--- config.mk ---
export PLATFORM = sky130hd
export DESIGN_NAME = mhpq_ctrl
export DESIGN_NICKNAME = d
export VERILOG_FILES = /design/src/mhpq_pkg.sv /design/src/mhpq_ctrl.sv
export VERILOG_INCLUDE_DIRS = /design/src /design/src/src
export SDC_FILE = /design/constraint.sdc
export NUM_CORES = 1
export LEC_CHECK = 0
export ABC_AREA = 0
export BUFFER_PORTS_ARGS = -buffer_cell sky130_fd_sc_hd__buf_2
export CAP_MARGIN = 10
export CORE_MARGIN = 2
export CORE_UTILIZATION = 33
export CTS_BUF_LIST = sky130_fd_sc_hd__clkbuf_4 sky130_fd_sc_hd__clkbuf_8
export CTS_CLUSTER_DIAMETER = 40
export CTS_CLUSTER_SIZE = 14
export DETAILED_ROUTE_END_ITERATION = 6
export REMOVE_ABC_BUFFERS = 1
export SLEW_MARGIN = 20
export SYNTH_ARGS = -nofsm -noshare
export SYNTH_HDL_FRONTEND = slang
export SYNTH_SLANG_ARGS = --single-unit
--- constraint.sdc ---
create_clock -name clk -period 1.6 [get_ports clk]
set_input_delay 0 -clock clk [delete_from_list [all_inputs] [get_ports clk]]
set_output_delay 0 -clock clk [all_outputs]
set_load 0.005 [all_outputs]
--- src/assert_macros.svh ---
// ----------------------------------------------------------------------------
// Assertion macros
// Clocked concurrent checks on clk, disabled while rst_n is low.
// ----------------------------------------------------------------------------
`ifndef ASSERT_MACROS_SVH
`define ASSERT_MACROS_SVH

`ifndef SYNTHESIS

// Check a condition at every clock edge out of reset.
`define ASSERT_ALWAYS(lbl, cond, msg) \
  lbl: assert property (@(posedge clk) disable iff (!rst_n) (cond)) else $error(msg);

// Check that an antecedent is followed by a consequent in the next cycle.
`define ASSERT_NEXT(lbl, ante, cons, msg) \
  lbl: assert property (@(posedge clk) disable iff (!rst_n) (ante) |=> (cons)) else $error(msg);

// Check that an antecedent implies a consequent in the same cycle.
`define ASSERT_IMPL(lbl, ante, cons, msg) \
  lbl: assert property (@(posedge clk) disable iff (!rst_n) (ante) |-> (cons)) else $error(msg);

`else

`define ASSERT_ALWAYS(lbl, cond, msg)
`define ASSERT_NEXT(lbl, ante, cons, msg)
`define ASSERT_IMPL(lbl, ante, cons, msg)

`endif

`endif

--- src/mhpq_pkg.sv ---
// ----------------------------------------------------------------------------
// mhpq_pkg
// Types and constants shared by the heap queue controller and datapath.
// ----------------------------------------------------------------------------
package mhpq_pkg;

  localparam int KEY_W    = 32;
  localparam int CNT_O_W  = 7;
  localparam int STAT_W   = 2;
  localparam int IN_TD_W  = 32;
  localparam int OUT_TD_W = 72;

  typedef enum logic {
    OP_INSERT = 1'b0,
    OP_REMOVE = 1'b1
  } op_t;

  typedef enum logic [STAT_W-1:0] {
    STAT_OK    = 2'd0,
    STAT_FULL  = 2'd1,
    STAT_EMPTY = 2'd2
  } status_t;

  typedef enum logic [3:0] {
    ST_IDLE,
    ST_DECODE,
    ST_UP_CHK,
    ST_UP_CMP,
    ST_REM_ROOT,
    ST_REM_LAST,
    ST_DN_CHK,
    ST_DN_L,
    ST_DN_CMP,
    ST_TOP_RD,
    ST_FIN
  } state_t;

  typedef enum logic [2:0] {
    RD_ROOT,
    RD_PARENT,
    RD_LAST,
    RD_LEFT,
    RD_RIGHT
  } rd_sel_t;

  typedef enum logic [1:0] {
    WR_KEY,
    WR_RDATA,
    WR_CHOSEN
  } wr_sel_t;

  typedef struct packed {
    logic    load_in;
    logic    start_ins;
    logic    set_full;
    logic    set_empty;
    logic    cap_removed;
    logic    cap_last;
    logic    cap_left;
    logic    move_up;
    logic    move_down;
    rd_sel_t rd_sel;
    logic    wr_en;
    wr_sel_t wr_sel;
    logic    out_load;
  } cmd_t;

  typedef struct packed {
    logic op_remove;
    logic full;
    logic empty;
    logic at_root;
    logic parent_less;
    logic left_out;
    logic child_gt;
  } stat_t;

endpackage

--- src/mhpq_ctrl.sv ---
// ----------------------------------------------------------------------------
// mhpq_ctrl
// Sequencer for insert sift-up and remove sift-down, plus the result valid register.
// ----------------------------------------------------------------------------
`include "assert_macros.svh"

module mhpq_ctrl (
  input  logic              clk,
  input  logic              rst_n,
  input  logic              in_tvalid,
  output logic              in_tready,
  output logic              out_tvalid,
  input  logic              out_tready,
  input  mhpq_pkg::stat_t   stat,
  output mhpq_pkg::cmd_t    cmd
);
  import mhpq_pkg::*;

  state_t state_r;
  state_t state_nxt;
  logic   out_valid_r;
  logic   out_valid_nxt;
  logic   out_free;

  assign out_free   = !out_valid_r || out_tready;
  assign out_tvalid = out_valid_r;

  always_ff @(posedge clk) begin
    if (!rst_n) begin
      state_r     <= ST_IDLE;
      out_valid_r <= 1'b0;
    end else begin
      state_r     <= state_nxt;
      out_valid_r <= out_valid_nxt;
    end
  end

  always_comb begin
    state_nxt  = state_r;
    in_tready  = 1'b0;
    cmd        = '0;
    cmd.rd_sel = RD_ROOT;
    cmd.wr_sel = WR_KEY;
    unique case (state_r)
      ST_IDLE: begin
        in_tready = 1'b1;
        if (in_tvalid) begin
          cmd.load_in = 1'b1;
          state_nxt   = ST_DECODE;
        end
      end
      ST_DECODE: begin
        if (!stat.op_remove) begin
          if (stat.full) begin
            cmd.set_full = 1'b1;
            state_nxt    = ST_TOP_RD;
          end else begin
            cmd.start_ins = 1'b1;
            state_nxt     = ST_UP_CHK;
          end
        end else begin
          if (stat.empty) begin
            cmd.set_empty = 1'b1;
            state_nxt     = ST_TOP_RD;
          end else begin
            state_nxt = ST_REM_ROOT;
          end
        end
      end
      ST_UP_CHK: begin
        if (stat.at_root) begin
          cmd.wr_en = 1'b1;
          state_nxt = ST_TOP_RD;
        end else begin
          cmd.rd_sel = RD_PARENT;
          state_nxt  = ST_UP_CMP;
        end
      end
      ST_UP_CMP: begin
        cmd.wr_en = 1'b1;
        if (stat.parent_less) begin
          // move parent down into the hole, climb one level
          cmd.wr_sel  = WR_RDATA;
          cmd.move_up = 1'b1;
          state_nxt   = ST_UP_CHK;
        end else begin
          state_nxt = ST_TOP_RD;
        end
      end
      ST_REM_ROOT: begin
        cmd.cap_removed = 1'b1;
        cmd.rd_sel      = RD_LAST;
        state_nxt       = ST_REM_LAST;
      end
      ST_REM_LAST: begin
        cmd.cap_last = 1'b1;
        state_nxt    = ST_DN_CHK;
      end
      ST_DN_CHK: begin
        if (stat.left_out) begin
          cmd.wr_en = 1'b1;
          state_nxt = ST_TOP_RD;
        end else begin
          cmd.rd_sel = RD_LEFT;
          state_nxt  = ST_DN_L;
        end
      end
      ST_DN_L: begin
        cmd.cap_left = 1'b1;
        cmd.rd_sel   = RD_RIGHT;
        state_nxt    = ST_DN_CMP;
      end
      ST_DN_CMP: begin
        cmd.wr_en = 1'b1;
        if (stat.child_gt) begin
          // lift the larger child into the hole, descend one level
          cmd.wr_sel    = WR_CHOSEN;
          cmd.move_down = 1'b1;
          state_nxt     = ST_DN_CHK;
        end else begin
          state_nxt = ST_TOP_RD;
        end
      end
      ST_TOP_RD: begin
        state_nxt = ST_FIN;
      end
      ST_FIN: begin
        if (out_free) begin
          cmd.out_load = 1'b1;
          state_nxt    = ST_IDLE;
        end
      end
      default: begin
        state_nxt = ST_IDLE;
      end
    endcase
  end

  always_comb begin
    out_valid_nxt = out_valid_r;
    if (cmd.out_load) begin
      out_valid_nxt = 1'b1;
    end else if (out_tready) begin
      out_valid_nxt = 1'b0;
    end
  end

  `ASSERT_NEXT(a_accept_decode, in_tvalid && in_tready, state_r == ST_DECODE,
               "accepted request did not start decode")
  `ASSERT_IMPL(a_load_free, cmd.out_load, !out_valid_r || out_tready,
               "result overwritten before it was taken")
  `ASSERT_NEXT(a_load_valid, cmd.out_load, out_valid_r && state_r == ST_IDLE,
               "loaded result not presented")

endmodule

==> results.txt <==
The post-CTS clock slew at the launch and capture registers of the worst setup and hold paths works out to 50 ps. The synthesized-area fraction occupied by ao, oa, aoi and oai cells is 0.258, and the number of enable-type register cells in the synthesized netlist is 0. The fraction of the mapped netlist area in simple logic gates came out at 0.459. Dividing total power by cell area gives a power density of 1150 mW/mm^2. The run gives 0.166 as the clock group share of total power.

The smallest setup slack after layout was -5.72 ps. The run gives 0.219 as the part of the power in registers. 0 antenna diodes ended up in the layout.

The static power due to leakage was 0.390 nW; the pin slew with the least headroom to its limit was 454 ps. The site row count is 15, and the number of iterations in the first detailed-routing pass is 4. The maximum fanout encountered on the critical timing path came out at 3. Entering global routing, the biggest net connects 11 pins. Setup repair after global routing could not meet its margin everywhere. Clock latency on the worst-skew pair, taken at its later pin, is 240 ps.

The dominant register cell in the synthesized netlist was sky130_fd_sc_hd__dfxtp_1. The first global-routing pass estimated 2.33 mm of wire. The number of inserted filler cells in the final layout was 170. Type of the setup path with the least slack: reg2out. Data on the critical path is required at its endpoint by 1600 ps.

The combinational share of power was 0.615; the minimum hold slack was 74.6 ps. The synthesis-to-finish area growth was 42.6%; the adder and majority cell fraction of the synthesized area was 0. The total half-perimeter wirelength after legalization and detailed placement is 1.23 mm, and the count of unique library cells instantiated by Yosys is 41. The run gives 1 as the setup-violating endpoint count in the final report.

The overall via count from detail_route is 687. The fraction of final layout cells sized beyond drive strength 1 is 0.468. Static timing analysis puts the maximum clock frequency at 623 MHz. The share of cell area taken by muxes after synthesis came out at 0.0189. Setup total negative slack on the finished layout was measured at -5.72 ps. The worst slack at placement is 93.4 ps.

The area share of the largest cell type after synthesis is 0.168. In the routed design, unresolved DRC markers number 0. The core region is 0.00171 sq mm. Summed over all layers, the routed wires come to 1.57 mm.

The tightest min-delay check is of the in2reg type. The remaining global-route overflow came out at 0. The share of synthesized area occupied by flip-flops and latches is 0.168. The number of buffer cells added on primary ports works out to 28.

After the first detailed-routing iteration, the DRC count stood at 5. The total global routing track utilization came out at 0.149. The detail route stage leaves a number of antenna-violating nets equal to 0. The run finished, with violations left. STA classifies the critical path endpoint as an output port. After synthesis the netlist holds a flip-flop and latch count of 5. The maximum vdd drop came out at 0.594 mV. The die outline height is 46.5 um, and the synthesized area per cell is 7.65 sq um. In the final layout, the multi-input gates occupy 445 sq um.

The tools report the via count of the first global-routing pass as 547. TritonCTS built the clock tree. Dividing the detail-routed wire length by the instance count gives 11.5 um.

The final reports fail on negative setup slack. The worst relative slew slack was 0.693; the overall die area was 0.00216 sq mm. The number of nets in the finished design was 123.

The run gives 0 as the final number of max-transition violations. The top cell type by total area after synthesis is sky130_fd_sc_hd__dfxtp_1. Summed over all nets, the switching power comes to 388 uW. The root buffer cell is sky130_fd_sc_hd__clkbuf_4.

For the cell-internal power, the log shows 589 uW. During I/O placement, the number of pins put on the boundary was 29. The initial core utilization is 0.349. The run gives 109 sq um as the storage element area. By area, the combinational part of the netlist is dominated by simple AND/OR/NAND/NOR gates. In this run the deepest clock path goes through 2 buffers. After synthesis the cells add up to 597 sq um.

The final hold violation count was 0; the share of the core filled with cells was 0.498. For the placer's final routability congestion estimate, the log shows 0.850. The number of antenna violations at the first check in global routing is 0. The proportion of register bits with asynchronous set or reset after synthesis was 0; the post-synthesis cell count was 78. Max-cap violations in this run came to 0. The post-synthesis share of cell area spent on xor and xnor gates works out to 0. Data on the critical path arrives at its endpoint at 1610 ps. The H-tree depth reported by CTS was 1. Sorting the synthesized cells by area gives the leading types as sky130_fd_sc_hd__dfxtp_1 (17%), sky130_fd_sc_hd__nor2b_1 (5.2%), sky130_fd_sc_hd__nand2b_1 (4.2%). Detailed-route vias per instance: 5.05.

The kind of start point of the critical path was a flop. The clock net in this run drives a total of 5 sinks. The number of clock buffers added by TritonCTS is 3. On the final layout, the worst clock skew is 8.42 ps. For the finished layout, the period the worst path requires is 1610 ps. The proportion of total power due to net switching came out at 0.397. The share of the clock period used by the worst path is 1.00, and the number of warning messages in the yosys log is 0. Measured along the x axis, the die boundary spans 46.5 um.
==> flip-flops by register name, summed over array words and instances (netlist names) <==
register,flops
out_tvalid,1
state_r,4
==> kinds of logic (layout without fill, tap and decap cells) <==
| family | count (synthesis) | in the layout |
|---|---|---|
| AND/OR/NAND/NOR | 40 | 40 |
| AO/OA/AOI/OAI | 20 | 20 |
| buffers and inverters | 12 | 45 |
| flip-flops | 5 | 5 |
| multiplexers | 1 | 1 |
==> layout make-up <==
type | instances | share of cell area
clock buffer | 4 | 0.0353
inverter | 3 | 0.0132
multi-input combinational | 61 | 0.524
sequential | 5 | 0.128
tap | 25 | 0.0368
timing repair buffer | 38 | 0.263
==> path summary, 6_finish.rpt <==
| path | startpoint | to | slack [ps] | cells after the start |
|---|---|---|---|---|
| hold reg to reg | out_tvalid | out_tvalid | 500 | 2 |
| hold / removal | out_tready | out_tvalid | 70 | 3 |
| setup reg to reg | state_r[2] | state_r[0] | 70 | 4 |
| setup / recovery | state_r[2] | cmd[14] | -6 | 4 |
==> worst max-delay path, cell delays in order, from the launching register on <==
cell,delay (ps)
sky130_fd_sc_hd__dfxtp_4,330
sky130_fd_sc_hd__or4b_4,540
sky130_fd_sc_hd__or3_4,350
sky130_fd_sc_hd__inv_2,60
sky130_fd_sc_hd__buf_6,80
==> what timing repair did <==
action / 4_1_cts / 5_1_grt
hold buffers: 1 / 0
pin swaps: 0 / 0
cloned: 0 / 0
setup endpoints to repair: 2 / 3
hold endpoints to repair: 1 / 0
resized for setup: 6 / 3
setup buffers: 1 / 0
==> cells in the final DEF (no fill, tap or decap), types with 3 or more instances in the layout <==
cell type	instances
sky130_fd_sc_hd__a21oi_1	3
sky130_fd_sc_hd__and3_1	3
sky130_fd_sc_hd__buf_2	27
sky130_fd_sc_hd__buf_4	9
sky130_fd_sc_hd__clkbuf_4	4
sky130_fd_sc_hd__nand2b_1	4
sky130_fd_sc_hd__nor2_1	5
sky130_fd_sc_hd__nor2b_1	4
sky130_fd_sc_hd__nor3b_1	3
sky130_fd_sc_hd__o21ai_0	3
==> layer usage <==
metal	track usage	share of wire	wire, um	vias to the layer above
li1	-	-	-	357
met1	0.213	0.49	770	303
met2	0.222	0.44	695	23
met3	0.0118	0.047	74	4
met4	0.0686	0.015	24	0
met5	0	0	0	-
==> synth_stat cells, types with 2 or more instances <==
master,instances
sky130_fd_sc_hd__o31a_1,2
sky130_fd_sc_hd__nand3_1,2
sky130_fd_sc_hd__dfxtp_1,5
sky130_fd_sc_hd__nand2_1,2
sky130_fd_sc_hd__a21oi_1,3
sky130_fd_sc_hd__buf_4,2
sky130_fd_sc_hd__nor2_1,5
sky130_fd_sc_hd__a21o_1,2
sky130_fd_sc_hd__nor3b_1,3
sky130_fd_sc_hd__and3_1,3
sky130_fd_sc_hd__o21ai_0,3
sky130_fd_sc_hd__buf_2,4
sky130_fd_sc_hd__nor3_1,2
sky130_fd_sc_hd__clkbuf_1,3
sky130_fd_sc_hd__inv_1,3
sky130_fd_sc_hd__nor2b_1,5
sky130_fd_sc_hd__nand2b_1,4
sky130_fd_sc_hd__or4bb_1,2
==> stage by stage <==
| step | cell area, sq um | std cells | power [mW] |
|---|---|---|---|
| after CTS | 838 | 136 | 0.968 |
| after global placement | 782 | 130 | 0.776 |
| after detailed placement | 782 | 130 | 0.780 |
| after global routing | 851 | 136 | 1.07 |
| final | 851 | 136 | 0.977 |
| after floorplan | 551 | 69 | 0.538 |
==> power by group through the flow <==
| stage | registers [mW] | logic (mW) | clock network, mW |
|---|---|---|---|
| after CTS | 0.210 | 0.589 | 0.170 |
| final | 0.214 | 0.601 | 0.162 |
| after global placement | 0.210 | 0.566 | 0 |
| after floorplan | 0.253 | 0.284 | 0 |
| after detailed placement | 0.210 | 0.569 | 0 |
| after global routing | 0.219 | 0.671 | 0.176 |
No activity file was read; power rests on OpenSTA's default activity.
